<file path="src/rtl/sad_pkg.sv">
// Shared constants and types for the sample averaging and calibration block.
// Holds field widths, register indexes, status codes and the calibration bundle.
// No dependencies.
`default_nettype none

package sad_pkg;

  localparam int SAMPLE_W   = 12;
  localparam int AVG_W      = 12;
  localparam int PCT_W      = 7;
  localparam int STATUS_W   = 2;
  localparam int COUNT_W    = 8;
  localparam int POINT_W    = 12;
  localparam int CFG_DATA_W = 12;
  localparam int CFG_IDX_W  = 3;
  localparam int NUM_W      = 19;

  localparam logic [PCT_W-1:0]   PCT_FULL      = 7'd100;
  localparam logic [COUNT_W-1:0] COUNT_DEFAULT = 8'd8;

  localparam logic [CFG_IDX_W-1:0] REG_SAMPLES   = 3'd0;
  localparam logic [CFG_IDX_W-1:0] REG_DRY       = 3'd1;
  localparam logic [CFG_IDX_W-1:0] REG_WET       = 3'd2;
  localparam logic [CFG_IDX_W-1:0] REG_DRY_VALID = 3'd3;
  localparam logic [CFG_IDX_W-1:0] REG_WET_VALID = 3'd4;

  typedef enum logic [STATUS_W-1:0] {
    STATUS_OK          = 2'd0,
    STATUS_NO_CAL      = 2'd1,
    STATUS_SAME_POINTS = 2'd2
  } status_t;

  typedef struct packed {
    logic [POINT_W-1:0] dry;
    logic [POINT_W-1:0] wet;
    logic               dry_valid;
    logic               wet_valid;
  } cal_t;

endpackage

`default_nettype wire

</file>
<file path="src/rtl/sad_div.sv">
// Restoring unsigned divider, one quotient bit per cycle.
// Uses widths from sad_pkg.
`default_nettype none

module sad_div
  import sad_pkg::*;
#(
  parameter int DW = 20
) (
  input  wire logic               clk,
  input  wire logic               rst,
  input  wire logic               start,
  input  wire logic [DW-1:0]      dividend,
  input  wire logic [POINT_W-1:0] divisor,
  output logic                    done,
  output logic [DW-1:0]           quotient
);

  localparam int CNT_W = $clog2(DW + 1);

  logic               busy;
  logic [CNT_W-1:0]   cnt;
  logic [POINT_W-1:0] rem;
  logic [POINT_W-1:0] den;
  logic [POINT_W:0]   trial;
  logic [POINT_W:0]   diff;
  logic               ge;

  assign trial = {rem, quotient[DW-1]};
  assign ge    = trial >= {1'b0, den};
  assign diff  = trial - {1'b0, den};

  always_ff @(posedge clk) begin
    if (rst) begin
      busy <= 1'b0;
      done <= 1'b0;
      cnt  <= '0;
    end else begin
      done <= 1'b0;
      if (start) begin
        busy     <= 1'b1;
        cnt      <= CNT_W'(DW);
        quotient <= dividend;
        rem      <= '0;
        den      <= divisor;
      end else if (busy) begin
        quotient <= {quotient[DW-2:0], ge};
        rem      <= ge ? diff[POINT_W-1:0] : trial[POINT_W-1:0];
        cnt      <= cnt - CNT_W'(1);
        if (cnt == CNT_W'(1)) begin
          busy <= 1'b0;
          done <= 1'b1;
        end
      end
    end
  end

endmodule

`default_nettype wire

</file>
<file path="src/rtl/sad_queue.sv">
// Two-entry queue that decouples the accumulator from the arithmetic back end.
// Stand-alone; no package needed.
`default_nettype none

module sad_queue #(
  parameter int W = 28
) (
  input  wire logic         clk,
  input  wire logic         rst,
  input  wire logic         wr_en,
  input  wire logic [W-1:0] wr_data,
  input  wire logic         rd_en,
  output logic [W-1:0]      rd_data,
  output logic              full,
  output logic              empty
);

  logic [W-1:0] mem [2];
  logic         wr_ptr;
  logic         rd_ptr;
  logic [1:0]   level;

  assign full    = level == 2'd2;
  assign empty   = level == 2'd0;
  assign rd_data = mem[rd_ptr];

  always_ff @(posedge clk) begin
    if (wr_en) begin
      mem[wr_ptr] <= wr_data;
    end
  end

  always_ff @(posedge clk) begin
    if (rst) begin
      wr_ptr <= 1'b0;
      rd_ptr <= 1'b0;
      level  <= 2'd0;
    end else begin
      if (wr_en) begin
        wr_ptr <= ~wr_ptr;
      end
      if (rd_en) begin
        rd_ptr <= ~rd_ptr;
      end
      if (wr_en && !rd_en) begin
        level <= level + 2'd1;
      end else if (rd_en && !wr_en) begin
        level <= level - 2'd1;
      end
    end
  end

endmodule

`default_nettype wire

</file>
<file path="src/rtl/sad_front.sv">
// Accumulator front end: sums samples and hands each completed batch to the queue.
// Depends on sad_pkg for field widths.
`default_nettype none

module sad_front
  import sad_pkg::*;
#(
  parameter int SAMPLE_BITS = 12
) (
  input  wire logic                     clk,
  input  wire logic                     rst,
  input  wire logic                     take,
  input  wire logic [SAMPLE_W-1:0]      sample,
  input  wire logic [COUNT_W-1:0]       target,
  output logic                          enq,
  output logic [SAMPLE_BITS+COUNT_W-1:0] enq_sum,
  output logic [COUNT_W-1:0]            enq_count
);

  localparam int SUM_W = SAMPLE_BITS + COUNT_W;
  localparam int IN_W  = (SAMPLE_BITS < SAMPLE_W) ? SAMPLE_BITS : SAMPLE_W;

  logic [SUM_W-1:0]   sample_sum;
  logic [COUNT_W-1:0] samples_taken;
  logic [SUM_W-1:0]   sum_next;
  logic [COUNT_W-1:0] taken_next;

  assign sum_next   = sample_sum + SUM_W'(sample[IN_W-1:0]);
  assign taken_next = (samples_taken == '1) ? samples_taken : samples_taken + COUNT_W'(1);
  assign enq        = take && (taken_next >= target);
  assign enq_sum    = sum_next;
  assign enq_count  = taken_next;

  always_ff @(posedge clk) begin
    if (rst) begin
      sample_sum    <= '0;
      samples_taken <= '0;
    end else if (take) begin
      if (enq) begin
        sample_sum    <= '0;
        samples_taken <= '0;
      end else begin
        sample_sum    <= sum_next;
        samples_taken <= taken_next;
      end
    end
  end

endmodule

`default_nettype wire

</file>
<file path="src/rtl/sad_back.sv">
// Arithmetic back end: average, calibrated percentage and status, then the result register.
// Depends on sad_pkg and instantiates sad_div.
`default_nettype none

module sad_back
  import sad_pkg::*;
#(
  parameter int SUM_W = 20,
  parameter int DW    = 20
) (
  input  wire logic               clk,
  input  wire logic               rst,
  input  wire logic               q_empty,
  input  wire logic [SUM_W-1:0]   q_sum,
  input  wire logic [COUNT_W-1:0] q_count,
  output logic                    q_pop,
  input  wire cal_t               cal,
  input  wire logic               pop,
  output logic                    empty,
  output logic [AVG_W-1:0]        raw_average,
  output logic [PCT_W-1:0]        moisture_percent,
  output logic [STATUS_W-1:0]     status
);

  typedef enum logic [2:0] {
    S_IDLE,
    S_AVG,
    S_SCALE,
    S_PCT,
    S_OUT
  } state_t;

  state_t             state;
  logic [AVG_W-1:0]   avg;
  logic [PCT_W-1:0]   pct;
  status_t            stat;
  logic               pct_neg;
  logic               out_valid;

  logic               div_start;
  logic [DW-1:0]      div_dividend;
  logic [POINT_W-1:0] div_divisor;
  logic               div_done;
  logic [DW-1:0]      div_q;

  logic               avg_ge;
  logic               wet_ge;
  logic [POINT_W-1:0] avg_off;
  logic [POINT_W-1:0] span;
  logic [NUM_W-1:0]   num_mag;
  logic               out_free;

  assign avg_ge   = avg >= cal.dry;
  assign wet_ge   = cal.wet >= cal.dry;
  assign avg_off  = avg_ge ? avg - cal.dry : cal.dry - avg;
  assign span     = wet_ge ? cal.wet - cal.dry : cal.dry - cal.wet;
  assign num_mag  = NUM_W'(avg_off) * NUM_W'(PCT_FULL);
  assign out_free = !out_valid || pop;

  assign q_pop        = (state == S_IDLE) && !q_empty;
  assign div_start    = q_pop || (state == S_SCALE);
  assign div_dividend = (state == S_IDLE) ? DW'(q_sum) : DW'(num_mag);
  assign div_divisor  = (state == S_IDLE) ? POINT_W'(q_count) : span;

  assign empty = !out_valid;

  sad_div #(
    .DW(DW)
  ) u_div (
    .clk     (clk),
    .rst     (rst),
    .start   (div_start),
    .dividend(div_dividend),
    .divisor (div_divisor),
    .done    (div_done),
    .quotient(div_q)
  );

  always_ff @(posedge clk) begin
    if (rst) begin
      state     <= S_IDLE;
      out_valid <= 1'b0;
    end else begin
      if ((state == S_OUT) && out_free) begin
        out_valid <= 1'b1;
      end else if (pop) begin
        out_valid <= 1'b0;
      end
      unique case (state)
        S_IDLE: begin
          if (q_pop) begin
            state <= S_AVG;
          end
        end
        S_AVG: begin
          if (div_done) begin
            avg <= div_q[AVG_W-1:0];
            pct <= '0;
            if (!cal.dry_valid || !cal.wet_valid) begin
              stat  <= STATUS_NO_CAL;
              state <= S_OUT;
            end else if (cal.dry == cal.wet) begin
              stat  <= STATUS_SAME_POINTS;
              state <= S_OUT;
            end else begin
              stat  <= STATUS_OK;
              state <= S_SCALE;
            end
          end
        end
        S_SCALE: begin
          pct_neg <= !avg_ge ^ !wet_ge;
          state   <= S_PCT;
        end
        S_PCT: begin
          if (div_done) begin
            if (pct_neg) begin
              pct <= '0;
            end else if (div_q > DW'(PCT_FULL)) begin
              pct <= PCT_FULL;
            end else begin
              pct <= div_q[PCT_W-1:0];
            end
            state <= S_OUT;
          end
        end
        S_OUT: begin
          if (out_free) begin
            raw_average      <= avg;
            moisture_percent <= pct;
            status           <= stat;
            state            <= S_IDLE;
          end
        end
        default: begin
          state <= S_IDLE;
        end
      endcase
    end
  end

endmodule

`default_nettype wire

</file>
<file path="src/rtl/sample_average_two_point_percent.sv">
// Top level of the sample averaging block with two-point percent calibration.
// Holds the configuration registers; depends on sad_pkg, sad_front, sad_queue, sad_back.
//
// Samples enter through push/full; a beat is taken when push is high and full low.
// Every samples_per_average beats (0 counts as 8) one result is produced, holding
// the truncated average, the calibrated percentage (0 to 100) and a status code.
// Results leave through empty/pop; the oldest result is shown while empty is low
// and is taken when pop is high.
// The accumulator takes one sample per cycle while full is low. Each average then
// runs through a shared bit-serial divider, once for the average and, when both
// calibration points are valid and differ, once more for the percentage, one
// quotient bit per cycle; the divider is DW bits wide, DW being the larger of
// SAMPLE_BITS+8 and 19. The back end takes a new batch only when through with the last.
// A two-entry queue lies between the accumulator and the divider, so samples
// keep flowing while a result waits to be popped; once two finished batches
// wait in the queue behind the one the back end holds, full rises, blocks every
// sample and holds until the back end takes a batch from the queue.
// Reset clears the sum, the count and all queued results, and returns the
// registers to their defaults. Registers are written through write_enable.
`default_nettype none

module sample_average_two_point_percent
  import sad_pkg::*;
#(
  parameter int SAMPLE_BITS = 12
) (
  input  wire logic                  clk,
  input  wire logic                  rst,
  input  wire logic                  push,
  output logic                       full,
  input  wire logic [SAMPLE_W-1:0]   sample,
  output logic                       empty,
  input  wire logic                  pop,
  output logic [AVG_W-1:0]           raw_average,
  output logic [PCT_W-1:0]           moisture_percent,
  output logic [STATUS_W-1:0]        status,
  input  wire logic                  write_enable,
  input  wire logic [CFG_IDX_W-1:0]  write_index,
  input  wire logic [CFG_DATA_W-1:0] write_data
);

  localparam int SUM_W = SAMPLE_BITS + COUNT_W;
  localparam int DW    = (SUM_W > NUM_W) ? SUM_W : NUM_W;
  localparam int QW    = SUM_W + COUNT_W;

  logic [COUNT_W-1:0] samples_per_average;
  cal_t               cal;
  logic [COUNT_W-1:0] target;

  logic               take;
  logic               enq;
  logic [SUM_W-1:0]   enq_sum;
  logic [COUNT_W-1:0] enq_count;
  logic [QW-1:0]      q_rd_data;
  logic               q_pop;
  logic               q_full;
  logic               q_empty;

  assign target = (samples_per_average == '0) ? COUNT_DEFAULT : samples_per_average;
  assign full   = q_full;
  assign take   = push && !q_full;

  always_ff @(posedge clk) begin
    if (rst) begin
      samples_per_average <= COUNT_DEFAULT;
      cal.dry             <= '0;
      cal.wet             <= '0;
      cal.dry_valid       <= 1'b0;
      cal.wet_valid       <= 1'b0;
    end else if (write_enable) begin
      unique case (write_index)
        REG_SAMPLES:   samples_per_average <= write_data[COUNT_W-1:0];
        REG_DRY:       cal.dry             <= write_data[POINT_W-1:0];
        REG_WET:       cal.wet             <= write_data[POINT_W-1:0];
        REG_DRY_VALID: cal.dry_valid       <= write_data[0];
        REG_WET_VALID: cal.wet_valid       <= write_data[0];
        default: begin
        end
      endcase
    end
  end

  sad_front #(
    .SAMPLE_BITS(SAMPLE_BITS)
  ) u_front (
    .clk      (clk),
    .rst      (rst),
    .take     (take),
    .sample   (sample),
    .target   (target),
    .enq      (enq),
    .enq_sum  (enq_sum),
    .enq_count(enq_count)
  );

  sad_queue #(
    .W(QW)
  ) u_queue (
    .clk    (clk),
    .rst    (rst),
    .wr_en  (enq),
    .wr_data({enq_sum, enq_count}),
    .rd_en  (q_pop),
    .rd_data(q_rd_data),
    .full   (q_full),
    .empty  (q_empty)
  );

  sad_back #(
    .SUM_W(SUM_W),
    .DW   (DW)
  ) u_back (
    .clk             (clk),
    .rst             (rst),
    .q_empty         (q_empty),
    .q_sum           (q_rd_data[QW-1:COUNT_W]),
    .q_count         (q_rd_data[COUNT_W-1:0]),
    .q_pop           (q_pop),
    .cal             (cal),
    .pop             (pop),
    .empty           (empty),
    .raw_average     (raw_average),
    .moisture_percent(moisture_percent),
    .status          (status)
  );

endmodule

`default_nettype wire
</file>
<file path="config.mk">
export PLATFORM = sky130hd
export DESIGN_NAME = sample_average_two_point_percent
export DESIGN_NICKNAME = d
export VERILOG_FILES = /design/src/rtl/sad_pkg.sv /design/src/rtl/sad_div.sv /design/src/rtl/sad_queue.sv /design/src/rtl/sad_front.sv /design/src/rtl/sad_back.sv /design/src/rtl/sample_average_two_point_percent.sv
export SDC_FILE = /design/constraint.sdc
export NUM_CORES = 1
export LEC_CHECK = 0
export CELL_PAD_IN_SITES_DETAIL_PLACEMENT = 1
export CELL_PAD_IN_SITES_GLOBAL_PLACEMENT = 2
export CORE_AREA = 4 4 188 190
export DETAILED_ROUTE_END_ITERATION = 7
export DIE_AREA = 0 0 192 194
export DONT_BUFFER_PORTS = 1
export GPL_TIMING_DRIVEN = 0
export PLACE_DENSITY = 0.78
export RECOVER_POWER = 25
export SYNTH_ARGS = -nofsm -noshare
export SYNTH_HDL_FRONTEND = slang
export SYNTH_SLANG_ARGS = --single-unit
</file>
<file path="constraint.sdc">
create_clock -name clk -period 6.85 [get_ports clk]
set_input_delay 0 -clock clk [delete_from_list [all_inputs] [get_ports clk]]
set_output_delay 0 -clock clk [all_outputs]
set_load 0.03 [all_outputs]
</file>
[Word level (Yosys, flattened, before mapping)]
Memories as Yosys holds them, arrays and structs flattened. A register that Yosys moved wholly into a read port is not among the register bits.
Cells that the tools add are included.
Storage, ports and cells
  flip-flop bits (word level): 164
  latch bits: 0
  bits in writable memories: 56
  memory bits (read-only): 0
  input port bits: 32
  output and inout port bits: 23
  logic and storage cells: 144
  memories: 1
Operators by class
  add/sub/neg operators: 10
  multipliers: 1
  divide/modulo/power cells: 0
  magnitude comparators: 5
  equal/unequal tests: 16
  shift operators: 0
  muxes and demuxes: 39
  bitwise logic cells: 5
  reduce and logical (&&, ||, !) cells: 40
Memory list
  u_queue.mem: words 2, bits a word 28, rd ports 1, clocked after Yosys merged registers in 1, write ports 1, RTL line sad_queue.sv:18  | logic [W-1:0] mem [2];
Operator list (count)
  20-bit 2-to-1 mux: 4
  12-bit subtractor: 5
  12-bit 2-to-1 mux: 4
  8-bit 2-to-1 mux: 4
  7-bit 2-to-1 mux: 4
  12-bit greater-or-equal comparator: 2
  20-bit by 12-bit adder with 20-bit output: 1
  20-bit by 7-bit greater-than comparator with 1-bit output (second input constant): 1
  3-bit 2-to-1 mux: 6
  12-bit by 5-bit multiplier with 17-bit output (second input constant): 1
  2-bit AND reduction: 8
  3-bit one-hot mux with 5 select lines: 1
  7-bit one-hot mux with 2 select lines: 1
  13-bit by 12-bit greater-or-equal comparator with 1-bit output: 1
  12-bit == test: 1
  3-bit by 2-bit == test with 1-bit output (second input constant): 4
  1-bit 2-to-1 mux: 10
  5-bit 2-to-1 mux: 2
  1-bit zero test: 9
  8-bit by 1-bit adder with 8-bit output (second input constant): 1
  8-bit == test (second input constant): 1
  8-bit greater-or-equal comparator: 1
  8-bit zero test: 1
  4-bit AND reduction: 2
  other kinds (20): 41

[Logic depth before layout (Yosys ltp)]
  word-level depth: 8
  depth in mapped cells: 24
  mapped depth without buffers: 23

[By module]
A second synthesis with hierarchy kept.
Second synthesis, totals
  cells, all modules: 1388
  area, all modules: 14202.4 µm²
Modules (own cells, without submodules)
  sad_back: instances 1, cells an instance 637, area an instance 5579.1 µm², sequential area each 1371.3 µm²
  sad_div: instances 1, cells an instance 215, area an instance 2666.3 µm², sequential area each 1461.4 µm²
  sad_front: instances 1, cells an instance 284, area an instance 2239.6 µm², sequential area each 560.5 µm²
  sad_queue: instances 1, cells an instance 109, area an instance 2232.1 µm², sequential area each 1781.7 µm²
  sample_average_two_point_percent: instances 1, cells an instance 143, area an instance 1485.2 µm², sequential area each 680.7 µm²

[Worst setup path before layout]
No wires, ideal clock.
  path kind: register -> register
  start: register cal[15] (netlist name)
  end: register u_back.u_div.quotient[16] (data pin)
  setup time: 267 ps
  arrival: 4810 ps
  required time: 6583 ps
  setup slack: 1773 ps
  cell stages (with the launch flop): 23
  buffers on the path: 1
  clock period less this slack: 5077 ps
  path through: dfxtp_1 -> inv_1 -> fa_1 -> nand3_1 -> a31oi_1 -> o31ai_1 -> buf_4 -> mux2i_1 -> a221o_1 -> a21boi_1 -> xnor2_1 -> ha_1 -> ha_1 -> inv_1 -> fa_1 -> inv_1 -> ha_1 -> a21o_1 -> a31o_2 -> a211oi_1 -> xnor2_1 -> a21oi_1 -> o21ai_0
On the way
  word-level cells in the longest chain between the ends: 5
  elaborated cells on any way between the ends: 7
  those cells by class: add/sub (2); mul (1); order compare (1); mux (3)
RTL lines
  12-bit subtractor / 12-bit greater-or-equal comparator (equally long branches): RTL line sad_back.sv:55, sad_back.sv:53
  12-bit 2-to-1 mux (*): RTL line sad_back.sv:55  | assign avg_off = avg_ge ? avg - cal.dry : cal.dry - avg;
  12-bit by 5-bit multiplier with 17-bit output (*): RTL line sad_back.sv:57  | assign num_mag = NUM_W'(avg_off) * NUM_W'(PCT_FULL);
  20-bit 2-to-1 mux (*): RTL line sad_back.sv:62  | assign div_dividend = (state == S_IDLE) ? DW'(q_sum) : DW'(num_mag);
  20-bit 2-to-1 mux (*): RTL line sad_div.sv:40  | if (start) begin
  end signal: assignment: RTL line sad_div.sv:43  | quotient <= dividend;
  end signal: assignment: RTL line sad_div.sv:47  | quotient <= {quotient[DW-2:0], ge};
  end: declaration: RTL line sad_div.sv:16  | output logic [DW-1:0] quotient
Mark *: on every way between the ends. The rest lies on a longest branch, timed or not.
A chain may end at the register's enable or synchronous reset.

[Final worst setup path]
  start: register cal[15] (netlist name)
  end: register u_back.u_div.quotient[16] (data pin)
On the way
  word-level cells in the longest chain between the ends: 5
  elaborated cells on any way between the ends: 7
  those cells by class: add/sub (2); mul (1); order compare (1); mux (3)
RTL lines (RTL line)
  12-bit subtractor / 12-bit greater-or-equal comparator (equally long branches): sad_back.sv:55, sad_back.sv:53
  12-bit 2-to-1 mux (*): sad_back.sv:55
  12-bit by 5-bit multiplier with 17-bit output (*): sad_back.sv:57
  20-bit 2-to-1 mux (*): sad_back.sv:62
  20-bit 2-to-1 mux (*): sad_div.sv:40
Marks and branches as above.

==> results.json <==
{
  "clk_path_buf_depth": 3,
  "worst_setup_path_start_kind": "flop",
  "crit_type": "flop to flop",
  "setup_violations": 0,
  "diodes": 0,
  "wl_met1_mm": 17.8,
  "leakage_nw": 5.97,
  "totalWireLength_mm": 39.3,
  "slew_violations": 0,
  "synth_edf_count": 143,
  "syn-cell-area_um2": 13300,
  "whs_ns": 0.0252,
  "setup-tns-final_ns": 0,
  "period_needed_ns": 5.96,
  "crit_slowest_cell": "dfxtp_1",
  "rsz0062_at_grt": "false",
  "fp.dieH_um": 194,
  "path_clk_slew_ns": 0.06,
  "relSlewSlack_pct": 12.8,
  "hold_violations": 0,
  "grt_max_degree": 29,
  "synthTopCellsByCount": "nand2_1, edfxtp_1, a21oi_1",
  "drtIter0Drc": 673,
  "grt_pass1_vias": 11079,
  "clk_latency_ns": 0.54,
  "portBuffers": 0,
  "cts.htree.levels": 1,
  "grt_overflow": 0,
  "synthToLayoutAreaGrowth_pct": 14.9,
  "ir_worst_vdd_mv": 0.178,
  "cts_made_buffers": 26,
  "synthFlopType": "edfxtp_1",
  "clkSinkCount": 221,
  "post-place-cells": 1812,
  "syn_inst": 1359,
  "wl_per_cell_um": 20.7,
  "timing.final.crit_share_pct": 87.1,
  "drt_first_pass_iters": 5,
  "met3_length_mm": 1.20,
  "endpoint_kind": "flop",
  "drive_above_1_share_pct": 6.19,
  "max_slew.worst_pin.slew_ns": 1.30,
  "pin_count": 55,
  "antenna_found_initial": 0,
  "core_um2": 33400,
  "max_stage_delay_ns": 0.55,
  "power_density_nw_per_um2": 346,
  "num_vias": 10371,
  "ys_async_sr_fraction_pct": 0,
  "grt_pass1_wl_mm": 61.9,
  "yosysUniqueCellTypes": 80,
  "antenna_left": 0,
  "required_ns": 7.12,
  "synth_warnings": 0,
  "wl_met2_mm": 19.0,
  "critical_path.top_delay_family": "adder cells",
  "fmax_mhz": 168,
  "yosys-top-cells-area": "edfxtp_1, dfxtp_1, ha_1",
  "cp_cell_sequence": "inv_1 -> fa_1 -> nand3_1 -> a31oi_1 -> o31ai_1 -> buf_4 -> buf_2 -> mux2i_1 -> nand2b_1 -> xnor2_1 -> ha_1 -> ha_1 -> inv_1 -> fa_1 -> inv_1 -> ha_1 -> a21o_1 -> a31o_2 -> a211oi_1 -> xnor2_1 -> a21oi_1 -> o21ai_0",
  "cp_num_buf_inv": 5,
  "fill_cells": 3739,
  "cts_tree": "yes",
  "cts_resized": 0,
  "track_usage_pct": 21.0,
  "drt-vias-per-instance": 5.46,
  "yosysTopAreaCell": "edfxtp_1",
  "syn_avg_cell_area_um2": 9.81,
  "dieWidth_um": 192,
  "finClkSkew_ns": 0.0141,
  "ys_ff_latch": 221,
  "status": "complete, no violations",
  "yosysSeqAreaShare_pct": 43.9,
  "die_area_um2": 37200,
  "drc": 0,
  "final_cell_area_um2": 15300,
  "place.gp.congestion": 0.838,
  "cp.arrival_ns": 6.23,
  "start_util_pct": 39.8,
  "final_nets": 1599,
  "rows": 67,
  "top_layer_used": "met4",
  "synth_nets": 1525,
  "path_max_fanout": 10,
  "hp-class": "input pin to flop",
  "synth_top_area_share_pct": 32.2,
  "dpl.hpwl_mm": 30.4,
  "finalPower_mw": 5.29,
  "timing.max_cap.violations": 0,
  "synth.most_common_cell": "nand2_1",
  "place_area_um2": 14000,
  "stdcell_count": 1901,
  "cts_root_buf": "clkbuf_16"
}
-- metrics by stage --
step / util [%] / setup slack [ns]
2_1_floorplan: - / 1.77
5_1_grt: 45.8 / 0.417
6_report: 45.8 / 0.885
4_1_cts: 45.8 / 0.800
3_5_place_dp: 41.8 / 0.860
3_3_place_gp: 41.5 / 0.939
-- final cells by class --
cell class	instances	area, µm²	area share, %
inverters	111	417	2.72
well taps	448	561	3.66
clock inverters	16	213	1.39
plain buffers	55	235	1.54
clock buffers	32	704	4.60
flip-flops and latches	221	5860	38.2
repair buffers	46	487	3.18
multi-input cells	972	6840	44.7
-- cells in the final DEF, fill, tap and decap left out, types with 9 or more instances in the layout --
master         count
mux2i_1           42
xnor2_1           52
fa_1              13
or3_1             10
ha_1             121
nand2_1          162
nand3_1           56
edfxtp_1         143
a21oi_1          125
a21o_1            20
a211oi_1          14
clkbuf_16         27
nand4_1           10
xor2_1            19
and3_1            17
clkbuf_1          45
o21bai_1           9
inv_1            110
a31oi_1           10
o21a_1            11
nor2_1            56
dlygate4sd3_1     41
dfxtp_1           78
nor2b_1           15
o31ai_1           10
nor3_1            28
o21ai_0           47
-- path summary, 6_finish.rpt --
path	start	end	slack, ns	cells past startpoint
worst max-delay path	cal[15]$_SDFFE_PP0P_	u_back.u_div.quotient[16]$_DFFE_PP_	0.89	22
worst min register to register	u_back.pct[3]$_SDFFCE_PP0P_	u_back.moisture_percent[3]$_DFFE_PP_	0.42	0
worst max register to register	cal[15]$_SDFFE_PP0P_	u_back.u_div.quotient[16]$_DFFE_PP_	0.89	22
worst min-delay path	sample[10]	u_queue.mem[1][18]$_DFFE_PP_	0.03	2
-- where the power goes --
| group | internal [mW] | switching [mW] |
|---|---|---|
| logic | 0.718 | 1.23 |
| clock network | 0.918 | 0.574 |
| registers | 1.72 | 0.126 |
-- routing by layer --
layer,GRT usage (%),vias to the layer above
met1,27.6,5112
met2,36.1,195
li1,-,4992
met5,0,-
met3,2.52,72
met4,6.63,0
-- registers in the layout, indices dropped and copies added (netlist names), 8 cells and up, named ones only --
signal and flops:
u_back.avg 12, u_back.u_div.rem 12, u_queue.mem 56, u_front.sample_sum 20
u_back.raw_average 12, u_front.samples_taken 8, samples_per_average 8, u_back.u_div.den 12
cal 26, u_back.u_div.quotient 20
-- timing repair --
action	CTS	global route
buffers inserted	0	0
hold buffers	41	0
endpoints found under the hold margin	67	0
-- cell families after synthesis --
logic type / count (synthesis) / synth area share (%)
buffers and inverters: 166 / 4.89
AOI/OAI and AO/OA: 302 / 14.2
adders and majority gates: 134 / 13.3
and+or+nand+nor: 413 / 14.9
muxes: 52 / 4.00
DFF: 221 / 43.9
xor gates and xnor gates: 71 / 4.67
Note: power is estimated with default switching activity, not from simulation.
